<file path="src/mbd_pkg.sv">
package mbd_pkg;

   localparam int NUM_BUTTONS_DEFAULT = 4;

   // fixed field widths
   localparam int PIN_W     = 4;
   localparam int TICK_W    = 32;
   localparam int MS_W      = 16;
   localparam int QUERY_W   = 2;
   localparam int CSR_IDX_W = 1;

   localparam int REQ_DATA_W = 32;
   localparam int RSP_DATA_W = 16;

   // register indexes
   localparam logic [CSR_IDX_W-1:0] CSR_DEBOUNCE_MS = 1'd0;
   localparam logic [CSR_IDX_W-1:0] CSR_POLARITY    = 1'd1;

   localparam logic [MS_W-1:0]  DEBOUNCE_MS_RESET = 16'd25;
   localparam logic [PIN_W-1:0] POLARITY_RESET    = 4'hF;

   typedef struct packed {
      logic pressed;
      logic new_press;
      logic debouncing;
      logic hold_ok;
   } lane_status_type;

   typedef struct packed {
      logic             held;
      logic [PIN_W-1:0] debouncing_mask;
      logic [PIN_W-1:0] new_press_mask;
      logic [PIN_W-1:0] pressed_mask;
   } result_type;

endpackage

</file>
<file path="src/multi_button_debouncer.sv">
// Channel    Ports         Dir  Payload (lowest bit up)
// request    req_t*        in   pin_levels, edge_mask, ack_mask, query_button, hold_ms
// response   rsp_t*        out  pressed_mask, new_press_mask, debouncing_mask, held
// config     csr_*         in   0 debounce_ms, 1 polarity mask (1 = pressed when low)
//
// One tick per request transfer: all buttons are updated by parallel lanes
// in the cycle of the transfer; the result goes to the output register,
// or to the skid entry if the output stalls. An output register plus one
// skid entry let a new request transfer while a result waits. Synchronous
// active-high reset clears the tick counter, all button flags and the
// output buffer; config regs return to 25 ms and buttons 0-3 active low.
module multi_button_debouncer #(
   parameter int NUM_BUTTONS = mbd_pkg::NUM_BUTTONS_DEFAULT
) (
   input  logic                          clock,
   input  logic                          reset,
   input  logic                          req_tvalid,
   output logic                          req_tready,
   // [3:0] pin_levels, [7:4] edge_mask, [11:8] ack_mask,
   // [13:12] query_button, [29:14] hold_ms, [31:30] zero
   input  logic [mbd_pkg::REQ_DATA_W-1:0] req_tdata,
   output logic                          rsp_tvalid,
   input  logic                          rsp_tready,
   // [3:0] pressed_mask, [7:4] new_press_mask, [11:8] debouncing_mask,
   // [12] held, [15:13] zero
   output logic [mbd_pkg::RSP_DATA_W-1:0] rsp_tdata,
   input  logic                          csr_wr_en,
   input  logic [mbd_pkg::CSR_IDX_W-1:0]  csr_index,
   input  logic [mbd_pkg::MS_W-1:0]       csr_wdata
);
   import mbd_pkg::*;

   localparam int ExtW = (NUM_BUTTONS > PIN_W) ? NUM_BUTTONS : PIN_W;

   // config registers
   logic [MS_W-1:0]  debounce_ms_ff;
   logic [PIN_W-1:0] polarity_ff;

   always_ff @(posedge clock) begin
      if (reset) begin
         debounce_ms_ff <= DEBOUNCE_MS_RESET;
         polarity_ff    <= POLARITY_RESET;
      end else if (csr_wr_en) begin
         unique case (csr_index)
            CSR_DEBOUNCE_MS: debounce_ms_ff <= csr_wdata;
            CSR_POLARITY:    polarity_ff    <= csr_wdata[PIN_W-1:0];
            default: ;
         endcase
      end
   end

   // request fields
   logic [PIN_W-1:0]   pin_levels, edge_mask, ack_mask;
   logic [QUERY_W-1:0] query_button;
   logic [MS_W-1:0]    hold_ms;

   assign pin_levels   = req_tdata[3:0];
   assign edge_mask    = req_tdata[7:4];
   assign ack_mask     = req_tdata[11:8];
   assign query_button = req_tdata[13:12];
   assign hold_ms      = req_tdata[29:14];

   // buttons past the fourth get no pin, edge or ack bits
   logic [ExtW-1:0] pin_ext, edge_ext, ack_ext, low_ext;
   assign pin_ext  = ExtW'(pin_levels);
   assign edge_ext = ExtW'(edge_mask);
   assign ack_ext  = ExtW'(ack_mask);
   assign low_ext  = ExtW'(polarity_ff);

   logic req_xfer;
   assign req_xfer = req_tvalid & req_tready;

   // running tick count, one per request transfer
   logic [TICK_W-1:0] tick_ff;
   always_ff @(posedge clock) begin
      if (reset) begin
         tick_ff <= '0;
      end else if (req_xfer) begin
         tick_ff <= tick_ff + 1'b1;
      end
   end

   lane_status_type lane_status [NUM_BUTTONS];

   for (genvar g = 0; g < NUM_BUTTONS; g++) begin : g_lane
      mbd_lane u_lane (
         .clock       (clock),
         .reset       (reset),
         .accept      (req_xfer),
         .tick        (tick_ff),
         .debounce_ms (debounce_ms_ff),
         .low_true    (low_ext[g]),
         .pin         (pin_ext[g]),
         .edge_seen   (edge_ext[g]),
         .ack         (ack_ext[g]),
         .hold_ms     (hold_ms),
         .status      (lane_status[g])
      );
   end

   result_type result;

   mbd_merge #(
      .NumButtons (NUM_BUTTONS)
   ) u_merge (
      .lane_status  (lane_status),
      .query_button (query_button),
      .result       (result)
   );

   // output register plus skid entry
   logic       out_valid_ff, out_valid_in;
   logic       skid_valid_ff, skid_valid_in;
   result_type out_ff, out_in;
   result_type skid_ff, skid_in;
   logic       out_free;

   assign req_tready = ~skid_valid_ff;
   assign out_free   = ~out_valid_ff | rsp_tready;

   always_comb begin
      out_valid_in  = out_valid_ff;
      skid_valid_in = skid_valid_ff;
      out_in        = out_ff;
      skid_in       = skid_ff;
      if (out_free) begin
         if (skid_valid_ff) begin
            out_in        = skid_ff;
            out_valid_in  = 1'b1;
            skid_valid_in = 1'b0;
         end else if (req_xfer) begin
            out_in       = result;
            out_valid_in = 1'b1;
         end else begin
            out_valid_in = 1'b0;
         end
      end else if (req_xfer) begin
         // result waits behind a stalled output
         skid_in       = result;
         skid_valid_in = 1'b1;
      end
   end

   always_ff @(posedge clock) begin
      if (reset) begin
         out_valid_ff  <= 1'b0;
         skid_valid_ff <= 1'b0;
      end else begin
         out_valid_ff  <= out_valid_in;
         skid_valid_ff <= skid_valid_in;
      end
   end

   always_ff @(posedge clock) begin
      out_ff  <= out_in;
      skid_ff <= skid_in;
   end

   assign rsp_tvalid = out_valid_ff;
   assign rsp_tdata  = {3'b000, out_ff.held, out_ff.debouncing_mask,
                        out_ff.new_press_mask, out_ff.pressed_mask};

endmodule

</file>
<file path="src/mbd_lane.sv">
module mbd_lane (
   input  logic                       clock,
   input  logic                       reset,
   input  logic                       accept,
   input  logic [mbd_pkg::TICK_W-1:0] tick,
   input  logic [mbd_pkg::MS_W-1:0]   debounce_ms,
   input  logic                       low_true,
   input  logic                       pin,
   input  logic                       edge_seen,
   input  logic                       ack,
   input  logic [mbd_pkg::MS_W-1:0]   hold_ms,
   output mbd_pkg::lane_status_type   status
);
   import mbd_pkg::*;

   logic              active_ff, active_in;
   logic              pressed_ff, pressed_in;
   logic              latched_ff, latched_in;
   logic [TICK_W-1:0] start_ff, start_in;

   logic              latch_acked;
   logic              opened;
   logic [TICK_W-1:0] elapsed;
   logic              close;
   logic              level_now;

   always_comb begin
      latch_acked = latched_ff & ~ack;
      opened      = edge_seen & ~active_ff;
      start_in    = opened ? tick : start_ff;
      elapsed     = tick - start_in;
      close       = (active_ff | opened) && (elapsed >= {{(TICK_W-MS_W){1'b0}}, debounce_ms});
      level_now   = pin ^ low_true;

      active_in  = (active_ff | opened) & ~close;
      pressed_in = close ? level_now : pressed_ff;
      latched_in = latch_acked | (close & level_now & ~pressed_ff);

      status.pressed    = pressed_in;
      status.new_press  = latched_in;
      status.debouncing = active_in;
      status.hold_ok    = pressed_in && (elapsed >= {{(TICK_W-MS_W){1'b0}}, hold_ms});
   end

   always_ff @(posedge clock) begin
      if (reset) begin
         active_ff  <= 1'b0;
         pressed_ff <= 1'b0;
         latched_ff <= 1'b0;
      end else if (accept) begin
         active_ff  <= active_in;
         pressed_ff <= pressed_in;
         latched_ff <= latched_in;
      end
   end

   always_ff @(posedge clock) begin
      if (accept) begin
         start_ff <= start_in;
      end
   end

endmodule

</file>
<file path="src/mbd_merge.sv">
module mbd_merge #(
   parameter int NumButtons = mbd_pkg::NUM_BUTTONS_DEFAULT
) (
   input  mbd_pkg::lane_status_type     lane_status [NumButtons],
   input  logic [mbd_pkg::QUERY_W-1:0]  query_button,
   output mbd_pkg::result_type          result
);
   import mbd_pkg::*;

   localparam int ExtW = (NumButtons > PIN_W) ? NumButtons : PIN_W;

   logic [ExtW-1:0] pressed_ext;
   logic [ExtW-1:0] new_press_ext;
   logic [ExtW-1:0] debouncing_ext;
   logic [ExtW-1:0] hold_ext;

   // lanes past NumButtons read as zero, so an out-of-range query gives not held
   always_comb begin
      pressed_ext    = '0;
      new_press_ext  = '0;
      debouncing_ext = '0;
      hold_ext       = '0;
      for (int i = 0; i < NumButtons; i++) begin
         pressed_ext[i]    = lane_status[i].pressed;
         new_press_ext[i]  = lane_status[i].new_press;
         debouncing_ext[i] = lane_status[i].debouncing;
         hold_ext[i]       = lane_status[i].hold_ok;
      end
      result.pressed_mask    = pressed_ext[PIN_W-1:0];
      result.new_press_mask  = new_press_ext[PIN_W-1:0];
      result.debouncing_mask = debouncing_ext[PIN_W-1:0];
      result.held            = hold_ext[query_button];
   end

endmodule
</file>
<file path="config.mk">
export PLATFORM = sky130hd
export DESIGN_NAME = multi_button_debouncer
export DESIGN_NICKNAME = d
export VERILOG_FILES = /design/src/mbd_pkg.sv /design/src/multi_button_debouncer.sv /design/src/mbd_lane.sv /design/src/mbd_merge.sv
export SDC_FILE = /design/constraint.sdc
export NUM_CORES = 1
export LEC_CHECK = 0
export ABC_CLOCK_PERIOD_IN_PS = 9700
export BUFFER_PORTS_ARGS = -buffer_cell sky130_fd_sc_hd__buf_2
export CORE_ASPECT_RATIO = 0.5
export CORE_MARGIN = 4
export CORE_UTILIZATION = 60
export CTS_CLUSTER_SIZE = 10
export DETAILED_ROUTE_END_ITERATION = 7
export PLACE_DENSITY = 0.77
export SLEW_MARGIN = 10
export SYNTH_ARGS = -nofsm -noshare
export SYNTH_HDL_FRONTEND = slang
export SYNTH_SLANG_ARGS = --single-unit
</file>
<file path="constraint.sdc">
create_clock -name clock -period 9.7 [get_ports clock]
set_input_delay 2.91 -clock clock [delete_from_list [all_inputs] [get_ports clock]]
set_output_delay 2.91 -clock clock [all_outputs]
set_load 0.02 [all_outputs]
</file>
# Word-level counts from Yosys, hierarchy flattened
# Cells that the tools add are included.
[word_totals]
register_bits = 220
elab_cells = 125
inputBits = 54
out_inout_bits = 18
[classes]
addsub = 5
bitwise_logic = 54
n_reduce_logical = 14
mux = 14
n_lt_le_gt_ge = 9
[ops]
columns = ["cell", "n"]
rows = [
  ["greater-or-equal comparator 32 x 16 -> 1 bit", 8],
  ["2-to-1 mux 32 bit", 4],
  ["subtractor 32 bit", 4],
  ["adder 32 x 1 -> 32 bit (second input constant)", 1],
  ["2-to-1 mux 13 bit", 2],
  ["AND 1 bit", 21],
  ["NOT 1 bit", 20],
  ["bitwise OR 1 bit", 9],
  ["logical AND 1 bit", 8],
  ["AND reduction 2 bit", 4],
  ["2-to-1 mux 1 bit", 7],
  ["bitwise XOR 1 bit", 4],
  ["< comparator 2 x 3 -> 1 bit (second input constant)", 1],
  ["binary-select mux 1 bit (select 2 bit)", 1],
  ["nonzero test 2 bit", 1],
  ["OR reduction 2 bit", 1],
]

# Longest topological paths before layout
# Gate-level depths: netlist of run 1.
[logic_depth]
ltp_word = 12
depth_mapped = 29
mapped_depth_nobuf = 25

# Hierarchy
# A second synthesis of run 1 with hierarchy kept.
[unflattened]
cells_unflattened = 2846
hier_area_um2 = 22997.1
[modules_own_cells]
columns = ["module", "area_each_um2", "seq_area_each_um2", "n_inst", "cells_per_inst"]
rows = [
  ["mbd_lane (g_lane[0].u_lane ...)", 4902.2, 1021.0, 2, 623],
  ["mbd_lane (g_lane[1].u_lane)", 4931.0, 1021.0, 1, 650],
  ["mbd_lane (g_lane[3].u_lane)", 4889.7, 1021.0, 1, 621],
  ["multi_button_debouncer", 3259.4, 1861.8, 1, 316],
  ["mbd_merge", 112.6, 0.0, 1, 13],
]

# Least setup slack after synthesis of run 1
# OpenSTA, ideal clock, no wires.
[synth_path]
kind = "input -> register"
from = "input port req_tdata[7] (netlist name)"
to = "register out_ff (netlist bit rsp_tdata[12]), data pin"
setup_slack_ps = 1685
required_time_ps = 9432
path_buffers = 4
arrival_time_ps = 7746
setup_time_ps = 268
stages = 25
path_cell_list = "nand2b_1 -> clkbuf_1 -> clkbuf_1 -> buf_1 -> clkbuf_1 -> o21ai_0 -> ha_1 -> inv_1 -> ha_1 -> nor2_1 -> a221oi_1 -> nor2_1 -> nor2_1 -> nor4_1 -> a221oi_1 -> ha_1 -> nand4_1 -> nor2_1 -> o211ai_1 -> a41oi_1 -> a211o_1 -> or4_1 -> o211a_2 -> a311oi_1 -> o31ai_1"
[synth_via]
elab_chain_len = 11
elab_cells_between_ends = 13
cone_classes = "1 x add/sub; 2 x order compare; 6 x mux; 2 x bitwise; 2 x reduce/logical"
[synth_rtl]
columns = ["element", "line", "text"]
rows = [
  ["start: declaration", "multi_button_debouncer.sv:21", "input logic [mbd_pkg::REQ_DATA_W-1:0] req_tdata,"],
  ["AND 1 bit", "mbd_lane.sv:29", "opened = edge_seen & ~active_ff;"],
  ["2-to-1 mux 32 bit", "mbd_lane.sv:30", "start_in = opened ? tick : start_ff;"],
  ["named net g_lane[3].u_lane.start_in[0]", "mbd_lane.sv:19", "logic [TICK_W-1:0] start_ff, start_in;"],
  ["subtractor 32 bit", "mbd_lane.sv:31", "elapsed = tick - start_in;"],
  ["greater-or-equal comparator 32 x 16 -> 1 bit", "mbd_lane.sv:32", "close = (active_ff | opened) && (elapsed >= {{(TICK_W-MS_W){1'b0}}, debounce_ms});"],
  ["logical AND 1 bit", "mbd_lane.sv:32", ""],
  ["2-to-1 mux 1 bit", "mbd_lane.sv:36", "pressed_in = close ? level_now : pressed_ff;"],
  ["named net g_lane[3].u_lane.pressed_in", "mbd_lane.sv:17", "logic pressed_ff, pressed_in;"],
  ["logical AND 1 bit", "mbd_lane.sv:42", "status.hold_ok = pressed_in && (elapsed >= {{(TICK_W-MS_W){1'b0}}, hold_ms});"],
  ["binary-select mux 1 bit (select 2 bit)", "mbd_merge.sv:32", "result.held = hold_ext[query_button];"],
  ["2-to-1 mux 1 bit (not written as such)", "mbd_merge.sv:32", ""],
  ["2-to-1 mux 13 bit", "multi_button_debouncer.sv:131", "end else if (req_xfer) begin"],
  ["2-to-1 mux 13 bit", "multi_button_debouncer.sv:127", "if (skid_valid_ff) begin"],
  ["end signal: assignment", "multi_button_debouncer.sv:155", "out_ff <= out_in;"],
  ["end: declaration", "multi_button_debouncer.sv:114", "result_type out_ff, out_in;"],
]
# The timed path passes the listed nets, and every way through them passes these cells. The select of a mux whose other input is x is not followed.
# A chain may end at the register's enable or synchronous reset.

# Worst setup path after layout of run 1
# Ends and elaborated chain as after synthesis.

==> summary.md, run 1 <==
| Metric | Value |
|---|---|
| Worst-margin pin slew | `1140 ps` |
| Max-slew violations | `0` |
| Slowest stage delay, CP | `970 ps` |
| TritonCTS clock tree | `built` |
| Final routed DRC violation total | `0` |
| Total of fill cells in the finished design | `3028` |
| Final Instance Count excl. Fillers | `3135` |
| Number of design-rule violations left by the first detailed-router iteration | `2684` |
| Depth of the worst register-to-register path | `16` |
| Average wire length per cell after detail routing | `20.9 µm` |
| Xor-xnor portion of the synthesized cell area | `5.58%` |
| Summed instance area of the synthesized netlist | `21500 µm²` |
| Number of synthesized register bits | `220` |
| Setup Skew | `26.2 ps` |
| Number of gates resized after cts | `0` |
| First-pass GRT wire length | `102000 µm` |
| Pin count of the biggest net entering global routing | `88` |
| Worst setup EP type | `register` |
| Final hold violation count | `0` |
| Die footprint | `39000 µm²` |
| Highest attainable clock frequency | `0.119 GHz` |
| Site Rows | `48` |
| Worst slack after detailed placement | `1100 ps` |
| H-tree lvl count | `1` |
| Overflow left after global routing | `0` |
| Post-route worst setup slack | `1330 ps` |
| Proportion of register bits with asynchronous set or reset after synthesis | `0%` |
| Ratio of cells with drive above 1 in the final layout | `6.85%` |
| Die W | `275 µm` |
| Number of global-route vias before repair | `18.2k` |
| Fraction of the cycle the final worst path needs | `86.3%` |
| Global router's overall resource usage | `33.0%` |
| Post-route worst hold slack | `452 ps` |
| Cell Int Power | `1.86 mW` |
| Final estimated routing congestion in global placement | `1.02` |
| Clock Latency Late Sink | `560 ps` |
| Floorplan Core Area | `34900 µm²` |
| Top fanout value on the critical path | `16` |
| Combinational family with the most area after synthesis | `compound AO/OA/AOI/OAI gates` |
| Combinational power share | `27.8%` |
| Detail-routed via count per cell | `6.44` |
| Clock Path Buffers | `3` |
| Share of synthesized area occupied by flip-flops and latches | `27.7%` |
| Maximum capacitance violations | `0` |
| Clock Pin Slew Worst Setup and Hold Paths | `60 ps` |
| Via total after detailed routing | `20.2k` |
| Nets@finish | `2907` |
| Number of unique standard cell types used by synthesis | `105` |
| Mean Syn Cell Area | `8.09 µm²` |
| Number of sinks on the clock net | `220` |
| Detailed Routing Iterations Pass 1 | `6` |
| Adder-cell area share of the yosys netlist | `12.8%` |
| Critical path capture point | `rsp_tdata[12]` |
| Relative slew slack | `23.7%` |
| Worst Setup SP | `req_tdata[7]` |
| Pwr/cell area | `122 nW/µm²` |
| Fraction of power consumed by the clock network | `33.0%` |
| Number of port buffers | `66` |
| Class of the tightest hold or removal check | `register to register` |
| Slowest stage cell on the critical path | `sky130_fd_sc_hd__a2111oi_0` |
| Number of enable flip-flop cells after synthesis | `154` |
| FF-to-FF End | `rsp_tdata[12]` |
| Setup repair after global routing missed its margin | `false` |
| Category of the critical setup timing path | `input pin to register` |
| Cells after DPL | `3087` |
| Yosys warnings | `0` |
| Final number of setup-violating endpoints | `0` |
| Postcts setup bufs | `0` |
| Sequential power share | `39.3%` |
| Fraction of synthesized area in multiplexers | `4.12%` |
| Simple logic cell fraction of the synthesized area | `20.9%` |
| Reg2Reg Setup Slack | `3330 ps` |
| Most prevalent standard cell on the critical path | `sky130_fd_sc_hd__ha_1` |
| Effective utilization at floorplan | `61.5%` |
| Area after DPL | `22000 µm²` |
| Static leakage power | `10.2 nW` |
| Endpoint arrival time on the critical path | `8660 ps` |
| Number of standard cells after synthesis | `2653` |
| Antenna viol nets, final | `0` |
| Status | `completed` |
| Number of CTS-inserted buffers | `26` |
| Power spent charging and discharging nets | `0.922 mW` |
| Chip Height | `142 µm` |
| Final WL | `65600 µm` |
| Critical path launch point type | `input pin` |
| Switching part of the total power | `33.1%` |
| Multi-input combinational cell area | `14300 µm²` |
| Data required, critical path | `9990 ps` |
| HPWL reported at the end of detailed placement | `51300 µm` |
| Final standard cell area without fillers | `22800 µm²` |
| Number of hold-repair buffers added at the cts stage | `0` |
| Critical Path, Cell by Cell | `buf_2, nand2b_2, o21ai_0, ha_1, inv_1, ha_1, nor2_1, a221o_1, a2111oi_0, or3_1, o221ai_1, nor4_1, nand4b_1, or4_1, o211a_2, a311oi_1, o31ai_1` |
| Total area of sequential cells | `5950 µm²` |
| Crit Reg-Reg Startpoint | `g_lane[3].u_lane.active_ff` |
| CTS Root Cell | `sky130_fd_sc_hd__clkbuf_16` |
| Final total negative setup slack | `0 ps` |
| Most used DFF post-synth | `sky130_fd_sc_hd__edfxtp_1` |
| Top-Level Pins | `72` |
| Relative area change from synthesis to final layout | `6.14%` |
| Post-layout min period | `8370 ps` |
| Maximum vdd ir drop | `0.114 mV` |
| Synthesized-area fraction occupied by ao, oa, aoi and oai cells | `23.3%` |
| Number of antenna violations at the first check in global routing | `5` |
-- per-layer routing --
metal / vias to the layer above / share of wire, % / track usage, %
met1: 9376 / 46 / 49.2
met3: 108 / 12 / 9.29
met4: 0 / 2.6 / 8.99
met5: - / 0 / 0
li1: 9649 / - / -
met2: 1042 / 39 / 46.3
-- registers in the layout (all words and copies together), names as in the netlist --
name	cells
g_lane.u_lane.start_ff	128
tick_ff	32
debounce_ms_ff	16
rsp_tdata	13
skid_ff	13
g_lane.u_lane.active_ff	4
g_lane.u_lane.latched_ff	4
g_lane.u_lane.pressed_ff	4
low_ext	4
rsp_tvalid	1
skid_valid_ff	1
-- worst min-delay path by stage --
stage	from	end	slack [ps]	cells past startpoint
floorplan	debounce_ms_ff[10]	debounce_ms_ff[10]	440	2
finish	debounce_ms_ff[10]	debounce_ms_ff[10]	450	2
global route	debounce_ms_ff[5]	debounce_ms_ff[5]	470	2
CTS	debounce_ms_ff[15]	debounce_ms_ff[15]	450	2
detailed placement	debounce_ms_ff[15]	debounce_ms_ff[15]	450	2
global placement	debounce_ms_ff[12]	debounce_ms_ff[12]	440	2
-- power by group through the flow --
stage / combinational [mW] / sequential (mW) / clock, mW
2_1_floorplan: 0.539 / 1.11 / 0
3_3_place_gp: 0.725 / 1.11 / 0
3_5_place_dp: 0.745 / 1.11 / 0
4_1_cts: 0.749 / 1.09 / 0.931
5_1_grt: 0.858 / 1.10 / 0.969
6_report: 0.774 / 1.09 / 0.919
-- synth_stat cells, types with 64 or more instances --
cell type | instances | area share (%)
sky130_fd_sc_hd__nand2_1 | 346 | 6.1
sky130_fd_sc_hd__ha_1 | 213 | 12
sky130_fd_sc_hd__a21oi_1 | 208 | 4.9
sky130_fd_sc_hd__nor2_1 | 192 | 3.4
sky130_fd_sc_hd__inv_1 | 167 | 2.9
sky130_fd_sc_hd__edfxtp_1 | 154 | 22
sky130_fd_sc_hd__o21ai_0 | 143 | 3.3
sky130_fd_sc_hd__clkbuf_1 | 95 | 1.7
sky130_fd_sc_hd__mux2i_1 | 77 | 3.6
sky130_fd_sc_hd__nand2b_1 | 74 | 2.2
sky130_fd_sc_hd__nand3_1 | 70 | 1.6
sky130_fd_sc_hd__xor2_1 | 69 | 2.8
sky130_fd_sc_hd__dfxtp_1 | 66 | 6.2
sky130_fd_sc_hd__xnor2_1 | 64 | 2.6
-- worst max-delay path, delay by kind of cell --
family          cells  cell delay, ps
fa+ha+maj           2             620
simple gates        6            2410
buf+inv             2             300
compound gates      7            2420
-- per-stage QoR --
step / total power [mW] / utilization, %
6_report: 2.79 / 65.3
3_3_place_gp: 1.84 / 63.1
3_5_place_dp: 1.86 / 63.1
2_1_floorplan: 1.65 / -
4_1_cts: 2.77 / 65.3
5_1_grt: 2.93 / 65.3
-- cell type report --
cell class                 count  share of cell area, %
antenna                        2                 0.0220
clock buffer                  45                   3.26
inverter                     170                   2.82
multi-input combinational   2134                   63.0
clock inverter                 1                 0.0385
tap                          475                   2.61
timing repair buffer          88                   2.18
sequential                   220                   26.1
-- cell families (layout without fill, tap and decap cells) --
logic type,after synthesis,after routing
muxes,87,87
adders and majority gates,222,222
buffers and inverters,301,304
and+or+nand+nor,941,941
AOI/OAI and AO/OA,746,746
xor gates and xnor gates,135,135
DFF,220,220
other,1,5
-- layout by cell type, fill, tap and decap left out, drive strengths merged, types with 10 or more instances in the layout --
master / n
xnor2: 64
and3: 19
o22ai: 17
dfxtp: 66
nand4: 45
nor2b: 60
nand2: 346
o21bai: 16
or3: 14
inv: 170
nor2: 192
a21boi: 13
o21ai: 155
mux2: 10
a21oi: 211
nand3: 70
o31ai: 17
a2111oi: 14
o211ai: 23
a31oi: 23
ha: 213
nand2b: 76
mux2i: 77
a21o: 58
a211o: 10
and2: 14
o21a: 28
nor3: 46
clkbuf: 45
or2: 10
nor4: 18
o221ai: 13
buf: 88
xor2: 71
a211oi: 36
edfxtp: 154
Note: power is estimated with default switching activity, not from simulation.
==> run 2, diff against run 1 <==
--- a/config.mk
+++ b/config.mk
@@ -5,7 +5,7 @@
 export SDC_FILE = /design/constraint.sdc
 export NUM_CORES = 1
 export LEC_CHECK = 0
-export ABC_CLOCK_PERIOD_IN_PS = 9700
+export ABC_CLOCK_PERIOD_IN_PS = 9900
 export BUFFER_PORTS_ARGS = -buffer_cell sky130_fd_sc_hd__buf_2
 export CORE_ASPECT_RATIO = 0.5
 export CORE_MARGIN = 4
@@ -13,7 +13,7 @@
 export CTS_CLUSTER_SIZE = 10
 export DETAILED_ROUTE_END_ITERATION = 7
 export PLACE_DENSITY = 0.77
-export SLEW_MARGIN = 10
+export SLEW_MARGIN = 20
 export SYNTH_ARGS = -nofsm -noshare
 export SYNTH_HDL_FRONTEND = slang
 export SYNTH_SLANG_ARGS = --single-unit
==> constraint.sdc (replaced) <==
create_clock -name clock -period 9.9 [get_ports clock]
set_input_delay 2.97 -clock clock [delete_from_list [all_inputs] [get_ports clock]]
set_output_delay 2.97 -clock clock [all_outputs]
set_load 0.02 [all_outputs]
==> run 2 against run 1 <==
  * Clock skew is 7.1 ps lower
  * Clock power is 1% lower
  * Combinational power fell by 2%
  * Register-to-register slack better by 190 ps
  * Routed wire length increased by 0.59%
  * First-iteration DRC count shrank 1.5%
  * Sequential share of layout area is essentially flat
  * Critical endpoint unchanged
  * Final cell count stayed put
  * Flip-flop and latch count unchanged
  * Clock-buffer cell count is 2 higher
  * Critical path depth is 3 higher
==> summary.md, run 2 (same netlist as run 1, synthesis figures left out) <==
| Metric | Value |
|---|---|
| Final number of setup-violating endpoints | `0 (unchanged)` |
| Antenna viol nets, final | `0 (unchanged)` |
| Floorplan Core Area | `34900 µm² (unchanged)` |
| Data required, critical path | `10190 ps (was 9990 ps)` |
| Top fanout value on the critical path | `20 (was 16)` |
| Global router's overall resource usage | `32.9% (was 33.0%)` |
| Average wire length per cell after detail routing | `21.1 µm (was 20.9 µm)` |
| TritonCTS clock tree | `built (unchanged)` |
| Clock Path Buffers | `3 (unchanged)` |
| Highest-count cells in the layout ignoring fill and taps | `sky130_fd_sc_hd__nand2_1, sky130_fd_sc_hd__ha_1, sky130_fd_sc_hd__a21oi_1, sky130_fd_sc_hd__nor2_1, sky130_fd_sc_hd__inv_1 (unchanged)` |
| Highest attainable clock frequency | `0.118 GHz` |
| Core utilization of the finished layout | `65.3% (about the same)` |
| Maximum vdd ir drop | `0.124 mV (was 0.114 mV)` |
| Antenna fix cells | `0 (was 2)` |
| Overflow left after global routing | `0 (unchanged)` |
| Post-layout min period | `8440 ps` |
| FF-to-FF End | `rsp_tdata[12] (unchanged)` |
| Setup Skew | `19.2 ps (was 26.2 ps)` |
| Final total negative setup slack | `0 ps (unchanged)` |
| HPWL reported at the end of detailed placement | `51400 µm (was 51300 µm)` |
| Final routed DRC violation total | `0 (unchanged)` |
| Endpoint arrival time on the critical path | `8730 ps (was 8660 ps)` |
| Cells after DPL | `3087 (unchanged)` |
| Final hold violation count | `0 (unchanged)` |
| Slowest stage delay, CP | `740 ps (was 970 ps)` |
| Critical path capture point | `rsp_tdata[12] (unchanged)` |
| Detail-routed via count per cell | `6.42 (was 6.44)` |
| Number of flip-flops under the largest register name | `128 (unchanged)` |
| Postcts setup bufs | `0 (unchanged)` |
| Class of the tightest hold or removal check | `register to register (unchanged)` |
| Worst setup EP type | `register (unchanged)` |
| Nets@finish | `2907 (unchanged)` |
| Chip Height | `142 µm (unchanged)` |
| Total of fill cells in the finished design | `2995 (was 3028)` |
| Detailed Routing Iterations Pass 1 | `6 (unchanged)` |
| Number of CTS-inserted buffers | `26 (unchanged)` |
| Worst path depth | `20 (was 17)` |
| Number of port buffers | `66 (unchanged)` |
| Clock Pin Slew Worst Setup and Hold Paths | `60 ps (about the same)` |
| First-pass GRT wire length | `101000 µm (was 102000 µm)` |
| Number of gates resized after cts | `0 (unchanged)` |
| Maximum capacitance violations | `0 (unchanged)` |
| Reg2Reg Setup Slack | `3520 ps (was 3330 ps)` |
| Met2 routed wirelength | `26300 µm (was 25600 µm)` |
| Relative area change from synthesis to final layout | `6.17% (was 6.14%)` |
| Category of the critical setup timing path | `input pin to register (unchanged)` |
| Critical path launch point type | `input pin (unchanged)` |
| Worst-margin pin slew | `1050 ps (was 1140 ps)` |
| Registers with the highest flip-flop counts | `g_lane.u_lane.start_ff x128, tick_ff x32, debounce_ms_ff x16 (unchanged)` |
| Status | `completed (unchanged)` |
| Final WL | `66000 µm (was 65600 µm)` |
| Pwr/cell area | `120 nW/µm² (was 122 nW/µm²)` |
| Max-slew violations | `0 (unchanged)` |
| Pin count of the biggest net entering global routing | `86 (was 88)` |
| Ratio of cells with drive above 1 in the final layout | `6.92% (was 6.85%)` |
| Number of antenna violations at the first check in global routing | `0 (was 5)` |
| Highest routed metal layer | `met4 (unchanged)` |
| Clock Latency Late Sink | `560 ps (about the same)` |
| Final estimated routing congestion in global placement | `1.03 (was 1.02)` |
| H-tree lvl count | `1 (unchanged)` |
| Final Instance Count excl. Fillers | `3135 (unchanged)` |
| Die W | `275 µm (unchanged)` |
| Crit Reg-Reg Startpoint | `g_lane[3].u_lane.active_ff (unchanged)` |
| Number of design-rule violations left by the first detailed-router iteration | `2645 (was 2684)` |
| Routed wl met3 | `8550 µm (was 8100 µm)` |
| Slowest stage cell on the critical path | `sky130_fd_sc_hd__xnor2_1 (was sky130_fd_sc_hd__a2111oi_0)` |
| Site Rows | `48 (unchanged)` |
| Effective utilization at floorplan | `61.5% (unchanged)` |
| Top-Level Pins | `72 (unchanged)` |
| Cell class contributing the biggest share of worst-path delay | `compound AO/OA/AOI/OAI gates (unchanged)` |
| Setup repair after global routing missed its margin | `false (unchanged)` |
| Via total after detailed routing | `20.1k (was 20.2k)` |
| CTS Root Cell | `sky130_fd_sc_hd__clkbuf_16 (unchanged)` |
| Number of sinks on the clock net | `220 (unchanged)` |
| Relative slew slack | `29.7% (was 23.7%)` |
| Worst Setup SP | `req_tdata[7] (unchanged)` |
| Critical Path, Cell by Cell | `buf_2, nand2b_2, o21ai_0, ha_1, inv_1, ha_1, nor2_1, a221o_1, a211oi_2, nor2_1, xnor2_1, ha_1, o21a_1, o211ai_1, a41oi_1, a211o_1, or4_1, o211a_2, a311oi_1, o31ai_1 (was buf_2, nand2b_2, o21ai_0, ha_1, inv_1, ha_1, nor2_1, a221o_1, a2111oi_0, or3_1, o221ai_1, nor4_1, nand4b_1, or4_1, o211a_2, a311oi_1, o31ai_1)` |
| Most prevalent standard cell on the critical path | `sky130_fd_sc_hd__ha_1 (unchanged)` |
| Largest reg by FF count | `g_lane.u_lane.start_ff (unchanged)` |
| Fraction of the cycle the final worst path needs | `85.3%` |
| Static leakage power | `10.2 nW (about the same)` |
| Routed length on met1 | `29600 µm (was 30200 µm)` |
| Most common cell after layout, fill and taps aside | `sky130_fd_sc_hd__nand2_1 (unchanged)` |
| Depth of the worst register-to-register path | `19 (was 16)` |
| Number of hold-repair buffers added at the cts stage | `0 (unchanged)` |
| Die footprint | `39000 µm² (unchanged)` |
| Bufs and invs on worst path | `2 (unchanged)` |
| Number of global-route vias before repair | `17.9k (was 18.2k)` |
==> run 2: cell type report <==
| cell class | instances | area [µm²] | area share [%] |
|---|---|---|---|
| multi-input combinational | 2134 | 14300 | 63.0 |
| sequential | 220 | 5950 | 26.1 |
| clock buffer | 47 | 751 | 3.29 |
| inverter | 170 | 643 | 2.82 |
| tap | 475 | 594 | 2.61 |
| timing repair buffer | 88 | 495 | 2.17 |
| clock inverter | 1 | 8.76 | 0.0384 |
==> run 2: worst min-delay path by stage <==
stage / slack [ps] / to / depth (start not counted) / from
floorplan: 440 / debounce_ms_ff[10] / 2 / debounce_ms_ff[10]
global route: 470 / debounce_ms_ff[10] / 2 / debounce_ms_ff[10]
detailed placement: 450 / debounce_ms_ff[11] / 2 / debounce_ms_ff[11]
global placement: 450 / debounce_ms_ff[13] / 2 / debounce_ms_ff[13]
finish: 460 / debounce_ms_ff[11] / 2 / debounce_ms_ff[11]
CTS: 460 / debounce_ms_ff[11] / 2 / debounce_ms_ff[11]
==> run 2: metrics by stage <==
stage	hold slack, ps	cell area [µm²]	setup slack [ps]	power, mW
after floorplan	436	21500	1830	1.62
after global placement	445	22000	1260	1.80
after detailed placement	450	22000	1240	1.82
after CTS	458	22800	1770	2.72
after global routing	472	22800	1290	2.87
final	457	22800	1460	2.73
==> run 2: worst min-delay path, delay by kind of cell, from the launching register on <==
family          cells  cell delay (ps)
flops               1              310
simple gates        1               50
compound gates      1               50
==> run 2: report_power, final <==
group	internal, mW	switching (mW)	total, mW
registers	1.04	0.0295	1.07
logic	0.280	0.476	0.757
clock network	0.508	0.398	0.906
total	1.83	0.904	2.73
==> run 2: routing by layer <==
metal,vias to the layer above,global-route usage [%]
met2,979,47.3
met5,-,0
li1,9652,-
met4,0,7.72
met3,105,9.92
met1,9392,48.4
==> run 3, diff against run 2 <==
==> constraint.sdc (replaced) <==
create_clock -name clock -period 9.9 [get_ports clock]
set_input_delay 0.99 -clock clock [delete_from_list [all_inputs] [get_ports clock]]
set_output_delay 0.99 -clock clock [all_outputs]
set_load 0.02 [all_outputs]
==> run 3 against run 2 <==
  * Flip-flop and latch count did not move
  * Final cell count fell by 0.26%
  * Die area did not move
  * Fmax rose by 28%
  * Hold slack got worse by 2.1 ps
  * Total power rose by 1.5%
  * Critical path depth rose by 4
  * Final area fell by 0.13%
==> summary.md, run 3 (same netlist as run 1, synthesis figures left out) <==
| Metric | Value |
|---|---|
| Slowest stage cell on the critical path | `sky130_fd_sc_hd__buf_4 (was sky130_fd_sc_hd__xnor2_1)` |
| Final number of setup-violating endpoints | `0 (unchanged)` |
| Power spent charging and discharging nets | `0.921 mW (was 0.904 mW)` |
| Worst-margin pin slew | `1060 ps (was 1050 ps)` |
| Total area of sequential cells | `5950 µm² (unchanged)` |
| Multi-input combinational cell area | `14300 µm² (unchanged)` |
| Number of hold-repair buffers added at the cts stage | `0 (unchanged)` |
| H-tree lvl count | `1 (unchanged)` |
| Number of gates resized after cts | `0 (unchanged)` |
| Category of the critical setup timing path | `input pin to register (unchanged)` |
| Critical Path, Cell by Cell | `buf_2, nand2b_2, buf_4, o21ai_0, ha_1, inv_1, ha_1, a21oi_1, o22a_1, a211oi_1, nor2_1, xnor2_1, ha_1, nor2b_1, o21ai_0, nand2b_1, a21oi_1, o21a_1, o21ai_0, nor3_1, nand4b_1, nor2b_1, mux2i_1, mux2_2 (was buf_2, nand2b_2, o21ai_0, ha_1, inv_1, ha_1, nor2_1, a221o_1, a211oi_2, nor2_1, xnor2_1, ha_1, o21a_1, o211ai_1, a41oi_1, a211o_1, or4_1, o211a_2, a311oi_1, o31ai_1)` |
| Detailed Routing Iterations Pass 1 | `5 (was 6)` |
| Postcts setup bufs | `0 (unchanged)` |
| Top-Level Pins | `72 (unchanged)` |
| Endpoint arrival time on the critical path | `6910 ps (was 8730 ps)` |
| Ratio of cells with drive above 1 in the final layout | `6.71% (was 6.92%)` |
| Static leakage power | `10.2 nW (about the same)` |
| Number of flip-flops under the largest register name | `128 (unchanged)` |
| Highest attainable clock frequency | `0.151 GHz (was 0.118 GHz)` |
| Cell Int Power | `1.85 mW (was 1.83 mW)` |
| Worst slack after detailed placement | `2900 ps (was 1240 ps)` |
| HPWL reported at the end of detailed placement | `51400 µm (about the same)` |
| First-pass GRT wire length | `103000 µm (was 101000 µm)` |
| Number of port buffers | `66 (unchanged)` |
| Post-route worst setup slack | `3290 ps (was 1460 ps)` |
| TritonCTS clock tree | `built (unchanged)` |
| Worst setup EP type | `register (unchanged)` |
| Bufs and invs on worst path | `3 (was 2)` |
| Clock Pin Slew Worst Setup and Hold Paths | `60 ps (about the same)` |
| Detail-routed via count per cell | `6.46 (was 6.42)` |
| Largest reg by FF count | `g_lane.u_lane.start_ff (unchanged)` |
| Overflow left after global routing | `0 (unchanged)` |
| Class of the tightest hold or removal check | `register to register (unchanged)` |
| Effective utilization at floorplan | `61.5% (unchanged)` |
| Data required, critical path | `10200 ps (was 10190 ps)` |
| Number of CTS-inserted buffers | `26 (unchanged)` |
| Fraction of the cycle the final worst path needs | `66.8% (was 85.3%)` |
| Maximum capacitance violations | `0 (unchanged)` |
| Relative slew slack | `28.7% (was 29.7%)` |
| Nets@finish | `2898 (was 2907)` |
| Setup Skew | `16.3 ps (was 19.2 ps)` |
| Number of antenna violations at the first check in global routing | `0 (unchanged)` |
| Switching part of the total power | `33.2% (was 33.0%)` |
| Slowest stage delay, CP | `550 ps (was 740 ps)` |
| Clock Path Buffers | `3 (unchanged)` |
| Via total after detailed routing | `20.2k (was 20.1k)` |
| Status | `completed (unchanged)` |
| Combinational power share | `27.3% (was 27.7%)` |
| Final routed DRC violation total | `0 (unchanged)` |
| Max-slew violations | `0 (unchanged)` |
| Antenna viol nets, final | `0 (unchanged)` |
| Die W | `275 µm (unchanged)` |
| Average wire length per cell after detail routing | `21.3 µm (was 21.1 µm)` |
| Relative area change from synthesis to final layout | `6.03% (was 6.17%)` |
| Setup repair after global routing missed its margin | `false (unchanged)` |
| Final WL | `66600 µm (was 66000 µm)` |
| Pin count of the biggest net entering global routing | `76 (was 86)` |
| Number of design-rule violations left by the first detailed-router iteration | `2453 (was 2645)` |
| Clock Latency Late Sink | `560 ps (about the same)` |
| Sequential power share | `38.7% (was 39.2%)` |
| Final total negative setup slack | `0 ps (unchanged)` |
| Post-layout min period | `6610 ps (was 8440 ps)` |
| Die footprint | `39000 µm² (unchanged)` |
| Floorplan Core Area | `34900 µm² (unchanged)` |
| Registers with the highest flip-flop counts | `g_lane.u_lane.start_ff x128, tick_ff x32, debounce_ms_ff x16 (unchanged)` |
| Critical path launch point type | `input pin (unchanged)` |
| Maximum vdd ir drop | `0.128 mV (was 0.124 mV)` |
| Total of fill cells in the finished design | `3041 (was 2995)` |
| Most common cell after layout, fill and taps aside | `sky130_fd_sc_hd__nand2_1 (unchanged)` |
| Highest-count cells in the layout ignoring fill and taps | `sky130_fd_sc_hd__nand2_1, sky130_fd_sc_hd__ha_1, sky130_fd_sc_hd__a21oi_1, sky130_fd_sc_hd__nor2_1, sky130_fd_sc_hd__inv_1 (unchanged)` |
| Pwr/cell area | `122 nW/µm² (was 120 nW/µm²)` |
| Final hold violation count | `0 (unchanged)` |
| Site Rows | `48 (unchanged)` |
| Fraction of power consumed by the clock network | `34.0% (was 33.1%)` |
| Final estimated routing congestion in global placement | `0.964 (was 1.03)` |
| Number of global-route vias before repair | `17.9k (about the same)` |
| Top fanout value on the critical path | `64 (was 20)` |
| Global router's overall resource usage | `33.3% (was 32.9%)` |
| Number of sinks on the clock net | `220 (unchanged)` |
| Chip Height | `142 µm (unchanged)` |
| Cell class contributing the biggest share of worst-path delay | `compound AO/OA/AOI/OAI gates (unchanged)` |
| CTS Root Cell | `sky130_fd_sc_hd__clkbuf_16 (unchanged)` |
-- run 3: tightest hold or removal path: cells and delay by family (launching register included) --
| kind | cells | cell delay, ps |
|---|---|---|
| AO/OA/AOI/OAI | 1 | 50 |
| flip-flops | 1 | 310 |
| AND/OR/NAND/NOR | 1 | 50 |
-- run 3: power by group through the flow --
stage	logic, mW	registers, mW	clock network (mW)
after floorplan	0.528	1.09	0
after global placement	0.711	1.09	0
after detailed placement	0.731	1.09	0
after CTS	0.736	1.07	0.953
after global routing	0.837	1.08	0.991
final	0.757	1.07	0.945
-- run 3: layout make-up --
type | instances | share of cell area (%)
Inverter | 170 | 2.83
Tap cell | 475 | 2.61
Sequential cell | 220 | 26.1
Multi-Input combinational cell | 2134 | 63.1
Antenna cell | 1 | 0.0110
Clock buffer | 48 | 3.49
Timing Repair Buffer | 79 | 1.88
-- run 3: through the flow --
stage | power [mW] | utilization [%] | hold slack, ps | std cells | cell area, µm²
5_1_grt | 2.91 | 65.2 | 480 | 3126 | 22800
3_3_place_gp | 1.80 | 62.9 | 444 | 3078 | 22000
2_1_floorplan | 1.62 | - | 436 | 2655 | 21500
6_report | 2.78 | 65.2 | 455 | 3127 | 22800
3_5_place_dp | 1.82 | 62.9 | 448 | 3078 | 22000
4_1_cts | 2.76 | 65.2 | 456 | 3126 | 22700
-- run 3: metal layers --
layer | vias to the layer above | global-route usage [%] | wire length, µm
li1 | 9647 | - | -
met3 | 108 | 7.18 | 7680
met4 | 0 | 7.88 | 1550
met1 | 9440 | 49.9 | 30100
met5 | - | 0 | 0
met2 | 998 | 49.0 | 27200
-- run 3: final timing paths --
path,start,end,slack [ps],depth (start not counted)
min reg2reg,debounce_ms_ff[14],debounce_ms_ff[14],450,2
max,req_tdata[6],rsp_tdata[2],3290,24
max reg2reg,g_lane[0].u_lane.active_ff,rsp_tdata[4],3370,21
min,debounce_ms_ff[14],debounce_ms_ff[14],450,2
